`src/hw/rtl/tfn_pkg.sv`:
```
// Shared constants, types and command codes of the triangle face normal block.
package tfn_pkg;

  localparam int VERTEX_SLOTS_DEF = 1024;
  localparam int SLOT_W     = 10;
  localparam int COORD_W    = 16;
  localparam int VERTEX_W   = 3 * COORD_W;
  localparam int EDGE_W     = 17;
  localparam int MUL_W      = 18;
  localparam int PROD_W     = 2 * MUL_W;
  localparam int CROSS_W    = 34;
  localparam int HALF_W     = 17;
  localparam int SQ_W       = 67;
  localparam int LEN_W      = 68;
  localparam int NRM_W      = 100;
  localparam int Q_W        = 15;
  localparam int OUT_W      = 16;
  localparam int IN_DATA_W  = 88;
  localparam int OUT_DATA_W = 48;
  localparam int CNT_W      = 4;
  localparam int RANGE_W    = 17;

  localparam logic [CNT_W-1:0] ITER_FIRST = CNT_W'(Q_W - 1);
  localparam logic [CNT_W-1:0] CROSS_LAST = CNT_W'(5);
  localparam logic [CNT_W-1:0] PART_LAST  = CNT_W'(2);
  localparam logic [1:0]       COMP_LAST  = 2'd2;

  localparam logic CMD_WRITE   = 1'b0;
  localparam logic CMD_COMPUTE = 1'b1;

  typedef enum logic [3:0] {
    ST_IDLE, ST_RD_B, ST_RD_C, ST_EDGE, ST_CROSS, ST_SQUARE, ST_DRAIN,
    ST_SUM, ST_NINIT, ST_NITER, ST_NSTORE, ST_DONE
  } state_t;

  typedef enum logic [3:0] {
    OP_NONE, OP_WRITE, OP_LATCH, OP_RD_B, OP_RD_C, OP_EDGE, OP_MUL,
    OP_SUM, OP_NINIT, OP_NITER, OP_NSTORE, OP_LOAD_OUT
  } dp_op_t;

  // Cross product terms first, in the order the counter issues them.
  typedef enum logic [3:0] {
    M_A1B2, M_A2B1, M_A2B0, M_A0B2, M_A0B1, M_A1B0, M_HH, M_HL, M_LL
  } mul_sel_t;

  typedef struct packed {
    dp_op_t     op;
    mul_sel_t   sel;
    logic [1:0] comp;
  } dp_cmd_t;

  typedef struct packed {
    logic len_zero;
  } dp_sts_t;

endpackage

```
`src/hw/rtl/tfn_ctrl.sv`:
```
// Controller state machine that sequences the normal datapath and the handshakes.
module tfn_ctrl
  import tfn_pkg::*;
(
  input  logic    clk,
  input  logic    rst_n,
  input  logic    in_tvalid,
  input  logic    in_tuser,
  output logic    in_tready,
  output logic    out_tvalid,
  input  logic    out_tready,
  output dp_cmd_t cmd,
  input  dp_sts_t sts
);

  state_t            state_r, state_nxt;
  logic [CNT_W-1:0]  cnt_r, cnt_nxt;
  logic [1:0]        comp_r, comp_nxt;
  logic              out_valid_r, out_valid_nxt;

  always_ff @(posedge clk) begin
    if (!rst_n) begin
      state_r     <= ST_IDLE;
      cnt_r       <= '0;
      comp_r      <= '0;
      out_valid_r <= 1'b0;
    end else begin
      state_r     <= state_nxt;
      cnt_r       <= cnt_nxt;
      comp_r      <= comp_nxt;
      out_valid_r <= out_valid_nxt;
    end
  end

  always_comb begin
    state_nxt = state_r;
    cnt_nxt   = cnt_r;
    comp_nxt  = comp_r;
    case (state_r)
      ST_IDLE: begin
        if (in_tvalid && in_tuser == CMD_COMPUTE) begin
          state_nxt = ST_RD_B;
        end
      end
      ST_RD_B: state_nxt = ST_RD_C;
      ST_RD_C: state_nxt = ST_EDGE;
      ST_EDGE: begin
        state_nxt = ST_CROSS;
        cnt_nxt   = '0;
      end
      ST_CROSS: begin
        if (cnt_r == CROSS_LAST) begin
          state_nxt = ST_SQUARE;
          cnt_nxt   = '0;
          comp_nxt  = '0;
        end else begin
          cnt_nxt = cnt_r + 1'b1;
        end
      end
      ST_SQUARE: begin
        if (cnt_r == PART_LAST) begin
          cnt_nxt = '0;
          if (comp_r == COMP_LAST) begin
            state_nxt = ST_DRAIN;
          end else begin
            comp_nxt = comp_r + 1'b1;
          end
        end else begin
          cnt_nxt = cnt_r + 1'b1;
        end
      end
      ST_DRAIN: state_nxt = ST_SUM;
      ST_SUM: begin
        state_nxt = ST_NINIT;
        comp_nxt  = '0;
      end
      ST_NINIT: begin
        if (sts.len_zero) begin
          state_nxt = ST_DONE;
        end else begin
          state_nxt = ST_NITER;
          cnt_nxt   = ITER_FIRST;
        end
      end
      ST_NITER: begin
        if (cnt_r == '0) begin
          state_nxt = ST_NSTORE;
        end else begin
          cnt_nxt = cnt_r - 1'b1;
        end
      end
      ST_NSTORE: begin
        if (comp_r == COMP_LAST) begin
          state_nxt = ST_DONE;
        end else begin
          state_nxt = ST_NINIT;
          comp_nxt  = comp_r + 1'b1;
        end
      end
      ST_DONE: begin
        if (!out_valid_r || out_tready) begin
          state_nxt = ST_IDLE;
        end
      end
      default: state_nxt = ST_IDLE;
    endcase
  end

  always_comb begin
    in_tready     = 1'b0;
    cmd.op        = OP_NONE;
    cmd.sel       = M_A1B2;
    cmd.comp      = comp_r;
    out_valid_nxt = out_valid_r && !out_tready;
    case (state_r)
      ST_IDLE: begin
        in_tready = 1'b1;
        if (in_tvalid) begin
          cmd.op = (in_tuser == CMD_WRITE) ? OP_WRITE : OP_LATCH;
        end
      end
      ST_RD_B: cmd.op = OP_RD_B;
      ST_RD_C: cmd.op = OP_RD_C;
      ST_EDGE: cmd.op = OP_EDGE;
      ST_CROSS: begin
        cmd.op  = OP_MUL;
        cmd.sel = mul_sel_t'(cnt_r);
      end
      ST_SQUARE: begin
        cmd.op = OP_MUL;
        case (cnt_r)
          4'd0:    cmd.sel = M_HH;
          4'd1:    cmd.sel = M_HL;
          default: cmd.sel = M_LL;
        endcase
      end
      ST_SUM:    cmd.op = OP_SUM;
      ST_NINIT:  cmd.op = OP_NINIT;
      ST_NITER:  cmd.op = OP_NITER;
      ST_NSTORE: cmd.op = OP_NSTORE;
      ST_DONE: begin
        if (!out_valid_r || out_tready) begin
          cmd.op        = OP_LOAD_OUT;
          out_valid_nxt = 1'b1;
        end
      end
      default: cmd.op = OP_NONE;
    endcase
  end

  assign out_tvalid = out_valid_r;

endmodule

```
`config.mk`:
```
export PLATFORM = sky130hd
export DESIGN_NAME = tfn_ctrl
export DESIGN_NICKNAME = d
export VERILOG_FILES = /design/src/hw/rtl/tfn_pkg.sv /design/src/hw/rtl/tfn_ctrl.sv
export SDC_FILE = /design/constraint.sdc
export NUM_CORES = 1
export LEC_CHECK = 0
export BUFFER_PORTS_ARGS = -buffer_cell sky130_fd_sc_hd__buf_2
export CORE_MARGIN = 2
export CORE_UTILIZATION = 40
export DETAILED_ROUTE_END_ITERATION = 6
export HOLD_SLACK_MARGIN = 0.12
export PLACE_DENSITY = 0.68
export SETUP_SLACK_MARGIN = 0.3
export SYNTH_ARGS = -nofsm -noshare
export SYNTH_HDL_FRONTEND = slang
export SYNTH_SLANG_ARGS = --single-unit
```
`constraint.sdc`:
```
create_clock -name clk -period 2.55 [get_ports clk]
set_clock_uncertainty 0.15 [all_clocks]
set_input_delay 0.255 -clock clk [delete_from_list [all_inputs] [get_ports clk]]
set_output_delay 0.255 -clock clk [all_outputs]
set_load 0.01 [all_outputs]
```
==> results.yml, run 1 <==
sta:
  fmax_ghz: 0.458
  relSlewSlack_pct: 68.4
  final.setup.tns_ps: 0
  drv_slew: 0
  finalHoldViolations: 0
  finalSetupViolCount: 0
  final.min_clock_period_ps: 2180
  tightest_slew_ps: 473
  fin_crit_sh_pct: 85.6
  rsz0062_at_grt: "true"
worst_setup_path:
  worst_path_largest_cell_delay_ps: 500
  crit_type: "reg -> reg"
  critPathRequiredTime_ps: 2610
  path_max_fanout: 8
  cp.arrival_ps: 2240
  cp-end-kind: "flip-flop"
  cp-start-kind: "flip-flop"
  cp_cell_sequence: "inv_1 -> ha_1 -> nor4bb_4 -> a2111oi_4 -> buf_4 -> or4_1 -> o21ai_1"
  crit_slowest_cell: "or4_1"
synth:
  synth_flop_cell: "dfxtp_1"
  synth_area_sq_um: 1070
  synth-edff-count: 0
  syn_nets: 152
  synthArstFlopShare_pct: 0
  synthCells: 141
  ys_seq_area_share_pct: 20.5
  ys_ff_latch: 11
  synth_cell_types: 48
  ys_warn_count: 0
  syn_area_per_cell_sq_um: 7.61
clock_tree:
  cts-root-buf: "clkbuf_4"
  hold_buffers: 0
  numCtsBuffers: 3
  clk_pin_slew_ps: 80
  insertion_delay_ps: 280
  cts-htree-levels: 1
  cts_tree: "built"
  clock-sinks: 11
  clock_path_buffers: 2
power:
  p_leak_nw: 0.474
  cellPowerDensity_nw_per_um2: 341
  vdd_drop_max_mv: 0.240
routing:
  num_vias: 1089
  routed_wl_mm: 2.60
  viasPerCell: 5.85
  remaining_drc_errors: 0
  drt_iter0_markers: 17
  routedWlPerCell_microns: 14.0
  ant_nets: 0
  dr.pass1.iters: 4
finish:
  nets: 168
  final_core_util_pct: 47.4
  diodes: 0
  drive_gt1_share_pct: 23.1
  multi_input_area_sq_um: 767
  area.growth.synth_to_final_pct: 10.5
  fillCellCount: 245
  final_cell_area_sq_um: 1190
  ff_latch_area_sq_um: 225
floorplan:
  die-area_sq_um: 3110
  core_area_sq_um: 2500
  start_util_pct: 42.9
  die_w_microns: 55.8
  num_rows: 18
  die_h_microns: 55.8
  pin_count: 18
grt:
  grt_pass1_wl_mm: 4.34
  track_usage_pct: 16.8
  grt_overflow_total: 0
  grt_antenna_before_repair: 0
  grt_start_max_net_pins: 17
  grt_pass1_vias: 1015
status:
  status: "completed"
placed_design:
  io_buffers: 17
  placed_area_sq_um: 1150
  dpl.hpwl_mm: 1.91
  gp_congestion: 0.856
hold_path:
  hold_class: "in -> reg"
run:
  cap_viol_max_count: 0
registers in the layout, summed over array words and instances (netlist names):
name / count
state_r: 4
out_tvalid: 1
comp_r: 2
cnt_r: 4
routing by layer:
layer	vias to the layer above	share of wire, %	GRT usage (%)
li1	535	-	-
met1	505	44	21.2
met2	41	49	27.4
met3	8	5.7	3.02
met4	0	1.8	8.36
met5	-	0	0
worst paths after layout:
check	cells after the start	startpoint	endpoint	slack [ps]
min	2	rst_n	state_r[0]	170
min reg2reg	2	comp_r[0]	comp_r[0]	340
max reg2reg	7	cnt_r[1]	comp_r[0]	370
max	7	cnt_r[1]	comp_r[0]	370
cell families (layout without fill, tap and decap cells):
logic type	count (synthesis)	count (layout)	synth area share, %
flip-flops	11	11	20.5
AND/OR/NAND/NOR	63	63	33.5
buffers and inverters	15	30	8.62
AO/OA/AOI/OAI	43	43	28.1
multiplexers	1	1	1.05
XOR/XNOR	3	3	2.45
adder cells (fa/ha/maj)	5	5	5.83
critical path, delay by kind of cell, from the launching register on:
family | cells | cell delay (ps)
fa+ha+maj | 1 | 250
buf+inv | 2 | 280
compound gates | 2 | 190
simple gates | 2 | 880
flops | 1 | 370
area by class of cell:
class / instances / share of cell area [%]
timing repair buffer: 20 / 9.07
inverter: 6 / 1.90
clock buffer: 4 / 2.22
sequential: 11 / 19.0
tap: 30 / 3.16
multi-input combinational: 115 / 64.7
through the flow:
stage	power, W	hold slack (ps)	worst slack, ps	instances
after floorplan	0.000256	274	460	141
after global placement	0.000274	312	420	182
after detailed placement	0.000277	320	326	182
after CTS	0.000400	174	317	186
after global routing	0.000423	187	286	186
final	0.000404	172	367	186
report_power, final:
| group | internal (W) | switching, W | leakage [nW] |
|---|---|---|---|
| clock | 0.0000607 | 0.0000667 | 0.0150 |
| sequential | 0.000176 | 0.0000161 | 0.0907 |
| combinational | 0.0000386 | 0.0000465 | 0.369 |
timing repair:
item,CTS,global route
setup endpoints to repair,4,9
buffers inserted,0,0
gates cloned,0,0
gates resized for setup,2,3
placed cells by master, fill, tap and decap left out, types with 2 or more instances in the layout:
master    count
o21ai_0       5
nor3_1        4
nor2b_1       4
dfxtp_2       4
nand2_1      13
o22ai_1       3
nand3_1       8
a31oi_1       4
buf_4         3
nor4_1        2
nor2_1       11
buf_2        17
clkbuf_4      3
o21a_1        3
ha_1          5
nand2b_1      6
o21ai_1       3
a21oi_1      12
and2_1        2
dfxtp_1       7
a21o_1        3
or3b_1        2
inv_1         6
xnor2_1       2
cells in the mapped netlist (2+ instances only):
| cell type | number | share of area (%) |
|---|---|---|
| xnor2_1 | 2 | 1.6 |
| or3b_1 | 2 | 1.6 |
| nand2b_1 | 6 | 3.5 |
| and2_1 | 2 | 1.2 |
| ha_1 | 5 | 5.8 |
| dfxtp_1 | 11 | 21 |
| nor3_1 | 4 | 1.9 |
| a21o_1 | 3 | 2.1 |
| buf_2 | 2 | 0.93 |
| o21ai_0 | 5 | 2.3 |
| a31oi_1 | 4 | 2.3 |
| nand3_1 | 8 | 3.7 |
| a21oi_1 | 12 | 5.6 |
| nor4_1 | 3 | 1.7 |
| o21ai_1 | 3 | 1.4 |
| inv_1 | 6 | 2.1 |
| buf_4 | 3 | 2.1 |
| o21a_1 | 3 | 2.1 |
| nor2b_1 | 4 | 2.3 |
| o22ai_1 | 3 | 1.7 |
| nand2_1 | 13 | 4.5 |
| nor2_1 | 11 | 3.8 |
(Power assumes the default switching activity.)
==> run 2: changes to the inputs <==
--- a/config.mk
+++ b/config.mk
@@ -8,6 +8,7 @@
 export BUFFER_PORTS_ARGS = -buffer_cell sky130_fd_sc_hd__buf_2
 export CORE_MARGIN = 2
 export CORE_UTILIZATION = 40
+export CTS_BUF_LIST = sky130_fd_sc_hd__clkbuf_4
 export DETAILED_ROUTE_END_ITERATION = 6
 export HOLD_SLACK_MARGIN = 0.12
 export PLACE_DENSITY = 0.68
==> run 2 against run 1 <==
Power grew 3.0%. Non-clock buffer count is the same. Routed wire length grew 0.27%.
==> results.yml, run 2 (same netlist as run 1, synthesis figures left out) <==
sta:
  fin_crit_sh_pct: 85.6
  fmax_ghz: 0.458
  relSlewSlack_pct: 68.2
  final.min_clock_period_ps: 2180
  tightest_slew_ps: 476
  drv_slew: 0
  finalHoldViolations: 0
  finalSetupViolCount: 0
  final.setup.tns_ps: 0
  rsz0062_at_grt: "true"
  fin_hold_ws_ps: 173
worst_setup_path:
  worstReg2RegEnd: "comp_r[0]"
  reg2regPathDepth: 7
  crit_type: "reg -> reg"
  r2r-start: "cnt_r[1]"
  cp-start-kind: "flip-flop"
  critPathRequiredTime_ps: 2610
  worst-r2r-setup-slack_ps: 370
  path_max_fanout: 8
  cp-end-kind: "flip-flop"
  cp.arrival_ps: 2240
finish:
  diodes: 0
  area.growth.synth_to_final_pct: 10.8
  reg.largest.list: "cnt_r: 4 flops, state_r: 4 flops, comp_r: 2 flops"
  layout_common_cells: "buf_2, nand2_1, a21oi_1"
  fillCellCount: 243
  nets: 168
  layout_commonest_cell: "buf_2"
  drive_gt1_share_pct: 23.7
routing:
  routedWlPerCell_microns: 14.0
  drt_iter0_markers: 17
  dr.pass1.iters: 5
  routed_wl_mm: 2.60
  remaining_drc_errors: 0
  ant_nets: 0
  num_vias: 1090
  viasPerCell: 5.86
grt:
  grt_start_max_net_pins: 17
  track_usage_pct: 16.8
  grt_pass1_vias: 1015
  grt_pass1_wl_mm: 4.34
  grt_antenna_before_repair: 0
  grt_overflow_total: 0
hold_path:
  hold_class: "in -> reg"
  hold_path_depth: 2
  holdPathEnd: "state_r[0]"
  min_from: "rst_n"
clock_tree:
  cts-root-buf: "clkbuf_4"
  numCtsBuffers: 3
  clock_path_buffers: 2
  insertion_delay_ps: 280
  clock-sinks: 11
  cts_setup_buffers: 0
  clk_pin_slew_ps: 80
  cts-htree-levels: 1
  cts_tree: "built"
floorplan:
  pin_count: 18
  die-area_sq_um: 3110
  die_h_microns: 55.8
  start_util_pct: 42.9
  die_w_microns: 55.8
  num_rows: 18
  core_area_sq_um: 2500
power:
  p_sw_w: 0.000131
  p_clk_share_pct: 33.5
  netSwitchingFraction_pct: 31.4
  cellPowerDensity_nw_per_um2: 350
  pwr-share-comb_pct: 20.4
  p_seq_share_pct: 46.1
  p_leak_nw: 0.478
  vdd_drop_max_mv: 0.240
  internal-power_w: 0.000286
run:
  cap_viol_max_count: 0
status:
  status: "completed"
placed_design:
  io_buffers: 17
  dpl.hpwl_mm: 1.91
  gp_congestion: 0.856
## run 2: cell counts in the layout (fill, tap and decap cells not counted)
Identical to the previous run, type by type.
## run 2: area by class of cell
class / count / area (sq um) / share of cell area (%)
clock buffers: 4 / 30.0 / 2.52
well taps: 30 / 37.5 / 3.15
inverters: 6 / 22.5 / 1.89
repair buffers: 20 / 108 / 9.04
flip-flops and latches: 11 / 225 / 18.9
multi-input cells: 115 / 767 / 64.5
## run 2: power by group through the flow
| stage | sequential, W | clock [W] | combinational, W |
|---|---|---|---|
| finish | 0.000192 | 0.000140 | 0.0000851 |
| global route | 0.000194 | 0.000146 | 0.0000943 |
| CTS | 0.000191 | 0.000137 | 0.0000825 |
| detailed placement | 0.000195 | 0 | 0.0000821 |
| global placement | 0.000194 | 0 | 0.0000802 |
| floorplan | 0.000185 | 0 | 0.0000712 |
## run 2: layer usage
layer	routed length, microns	global-route usage [%]	up-vias
li1	-	-	535
met1	1130	21.2	508
met2	1270	27.4	39
met3	151	3.02	8
met4	47	8.36	0
met5	0	0	-
## run 2: timing repair
action	CTS	global route
gates resized for setup	2	3
hold buffers	0	0
endpoints found under the setup margin	4	9
## run 2: metrics by stage
step	power, W	worst slack, ps	cell area, sq um	std cells	utilization, %
after floorplan	0.000256	460	1070	141	-
after global placement	0.000274	420	1150	182	45.9
after detailed placement	0.000277	326	1150	182	45.9
after CTS	0.000411	317	1180	186	47.2
after global routing	0.000434	286	1190	186	47.6
final	0.000417	367	1190	186	47.6
## run 2: how the worst max path moves through the flow
| stage | depth (start not counted) | start | slack, ps | to |
|---|---|---|---|---|
| after global routing | 7 | cnt_r[1] | 290 | comp_r[0] |
| after CTS | 6 | cnt_r[0] | 320 | comp_r[0] |
| after global placement | 6 | cnt_r[0] | 420 | comp_r[0] |
| after detailed placement | 6 | cnt_r[0] | 330 | comp_r[0] |
| after floorplan | 7 | cnt_r[0] | 460 | state_r[0] |
| final | 7 | cnt_r[1] | 370 | comp_r[0] |
## run 2: worst max-delay path: stages (launching register included)
cell and delay (ps):
dfxtp_1 370, inv_1 100, ha_1 250, nor4bb_4 380, a2111oi_4 100, buf_4 180
or4_1 500, o21ai_1 90
==> run 3: changes to the inputs <==
==> constraint.sdc (replaced) <==
create_clock -name clk -period 2.55 [get_ports clk]
set_clock_uncertainty 0.15 [all_clocks]
set_input_delay 0.51 -clock clk [delete_from_list [all_inputs] [get_ports clk]]
set_output_delay 0.51 -clock clk [all_outputs]
set_load 0.01 [all_outputs]
==> run 3 against run 2 <==
Via count increased by 0.64%. Global-route usage grew 0.56 points. Clock power barely moved. Largest power group unchanged. Critical path type is now reg -> out.
==> results.yml, run 3 (same netlist as run 1, synthesis figures left out) <==
floorplan:
  die_w_microns: 55.8
  die-area_sq_um: 3110
  die_h_microns: 55.8
  num_rows: 18
  core_area_sq_um: 2500
  start_util_pct: 42.9
  pin_count: 18
grt:
  grt_antenna_before_repair: 0
  grt_pass1_wl_mm: 4.38
  track_usage_pct: 17.4
  grt_overflow_total: 0
  grt_start_max_net_pins: 25
  grt_pass1_vias: 992
sta:
  drv_slew: 0
  fin_crit_sh_pct: 84.9
  finalSetupViolCount: 0
  tightest_slew_ps: 479
  fmax_ghz: 0.462
  relSlewSlack_pct: 68.0
  finalHoldViolations: 0
  final.min_clock_period_ps: 2160
  rsz0062_at_grt: "true"
  final.setup.tns_ps: 0
routing:
  num_vias: 1097
  ant_nets: 0
  viasPerCell: 5.71
  dr.pass1.iters: 4
  routed_wl_mm: 2.60
  remaining_drc_errors: 0
  routedWlPerCell_microns: 13.5
  drt_iter0_markers: 19
clock_tree:
  clk_pin_slew_ps: 80
  clock_path_buffers: 2
  clock-sinks: 11
  cts_tree: "built"
  cts-root-buf: "clkbuf_4"
  insertion_delay_ps: 290
  numCtsBuffers: 3
  cts-htree-levels: 1
run:
  cap_viol_max_count: 0
power:
  vdd_drop_max_mv: 0.236
  p_seq_share_pct: 41.6
  pwr-share-comb_pct: 26.5
  netSwitchingFraction_pct: 30.8
  p_sw_w: 0.000134
  p_leak_nw: 0.521
  p_clk_share_pct: 31.9
  internal-power_w: 0.000302
  cellPowerDensity_nw_per_um2: 339
placed_design:
  post-place-cells: 183
  io_buffers: 17
  gp_congestion: 0.838
  dpl.hpwl_mm: 1.77
finish:
  drive_gt1_share_pct: 32.1
  fin_cells: 192
  reg.largest.list: "cnt_r: 4 flops, state_r: 4 flops, comp_r: 2 flops"
  layout_commonest_cell: "buf_2"
  area.growth.synth_to_final_pct: 20.0
  diodes: 0
  layout_common_cells: "buf_2, a21oi_1, nand2_1"
  nets: 174
status:
  status: "completed"
hold_path:
  hold_class: "reg -> reg"
  min_from: "comp_r[0]"
worst_setup_path:
  cp-end-kind: "primary output"
  cp.arrival_ps: 1500
  r2r-start: "cnt_r[1]"
  crit_type: "reg -> out"
  critPathRequiredTime_ps: 1890
  path_max_fanout: 13
  cp-start-kind: "flip-flop"
  crit_start: "state_r[3]"
==> run 3: path summary, 6_finish.rpt <==
check	end	slack, ps	cells past startpoint
setup / recovery	cmd[2]	390	4
hold / removal	comp_r[0]	330	2
setup reg to reg	comp_r[0]	470	7
hold reg to reg	comp_r[0]	330	2
==> run 3: layer usage <==
metal,up-vias,part of all wire (%),GRT usage (%)
li1,554,-,-
met2,20,47,28.4
met3,5,3.7,2.09
met5,-,0,0
met4,0,1.8,8.01
met1,518,47,22.7
==> run 3: worst max-delay path, stage by stage, from the launching register on <==
cell	delay (ps)
dfxtp_2	400
nand2b_2	290
nor3_2	230
a32o_1	170
buf_2	130
==> run 3: through the flow <==
step	util, %	total power [W]	hold slack [ps]	cell area (sq um)	setup slack (ps)
global placement	46.2	0.000275	313	1160	305
detailed placement	46.2	0.000276	316	1160	245
CTS	48.6	0.000415	330	1210	321
floorplan	-	0.000256	341	1070	426
finish	51.6	0.000437	330	1290	386
global route	51.6	0.000458	372	1290	281
==> run 3: power groups by stage <==
| stage | registers, W | clock network, W | logic [W] |
|---|---|---|---|
| after floorplan | 0.000185 | 0 | 0.0000712 |
| after global placement | 0.000187 | 0 | 0.0000881 |
| after detailed placement | 0.000188 | 0 | 0.0000890 |
| after CTS | 0.000184 | 0.000139 | 0.0000914 |
| after global routing | 0.000183 | 0.000148 | 0.000127 |
| final | 0.000182 | 0.000139 | 0.000116 |
==> run 3: cell type report <==
cell class | instances | area [sq um]
fillers | 243 | 1210
multi-input cells | 115 | 802
flip-flops and latches | 11 | 231
repair buffers | 26 | 165
well taps | 30 | 37.5
clock buffers | 4 | 30.0
inverters | 6 | 22.5
==> run 3: timing repair <==
item,in CTS,in global routing
hold buffers,0,0
pin swaps,0,5
gates resized for setup,10,10
setup endpoints to repair,7,6
setup buffers,0,5
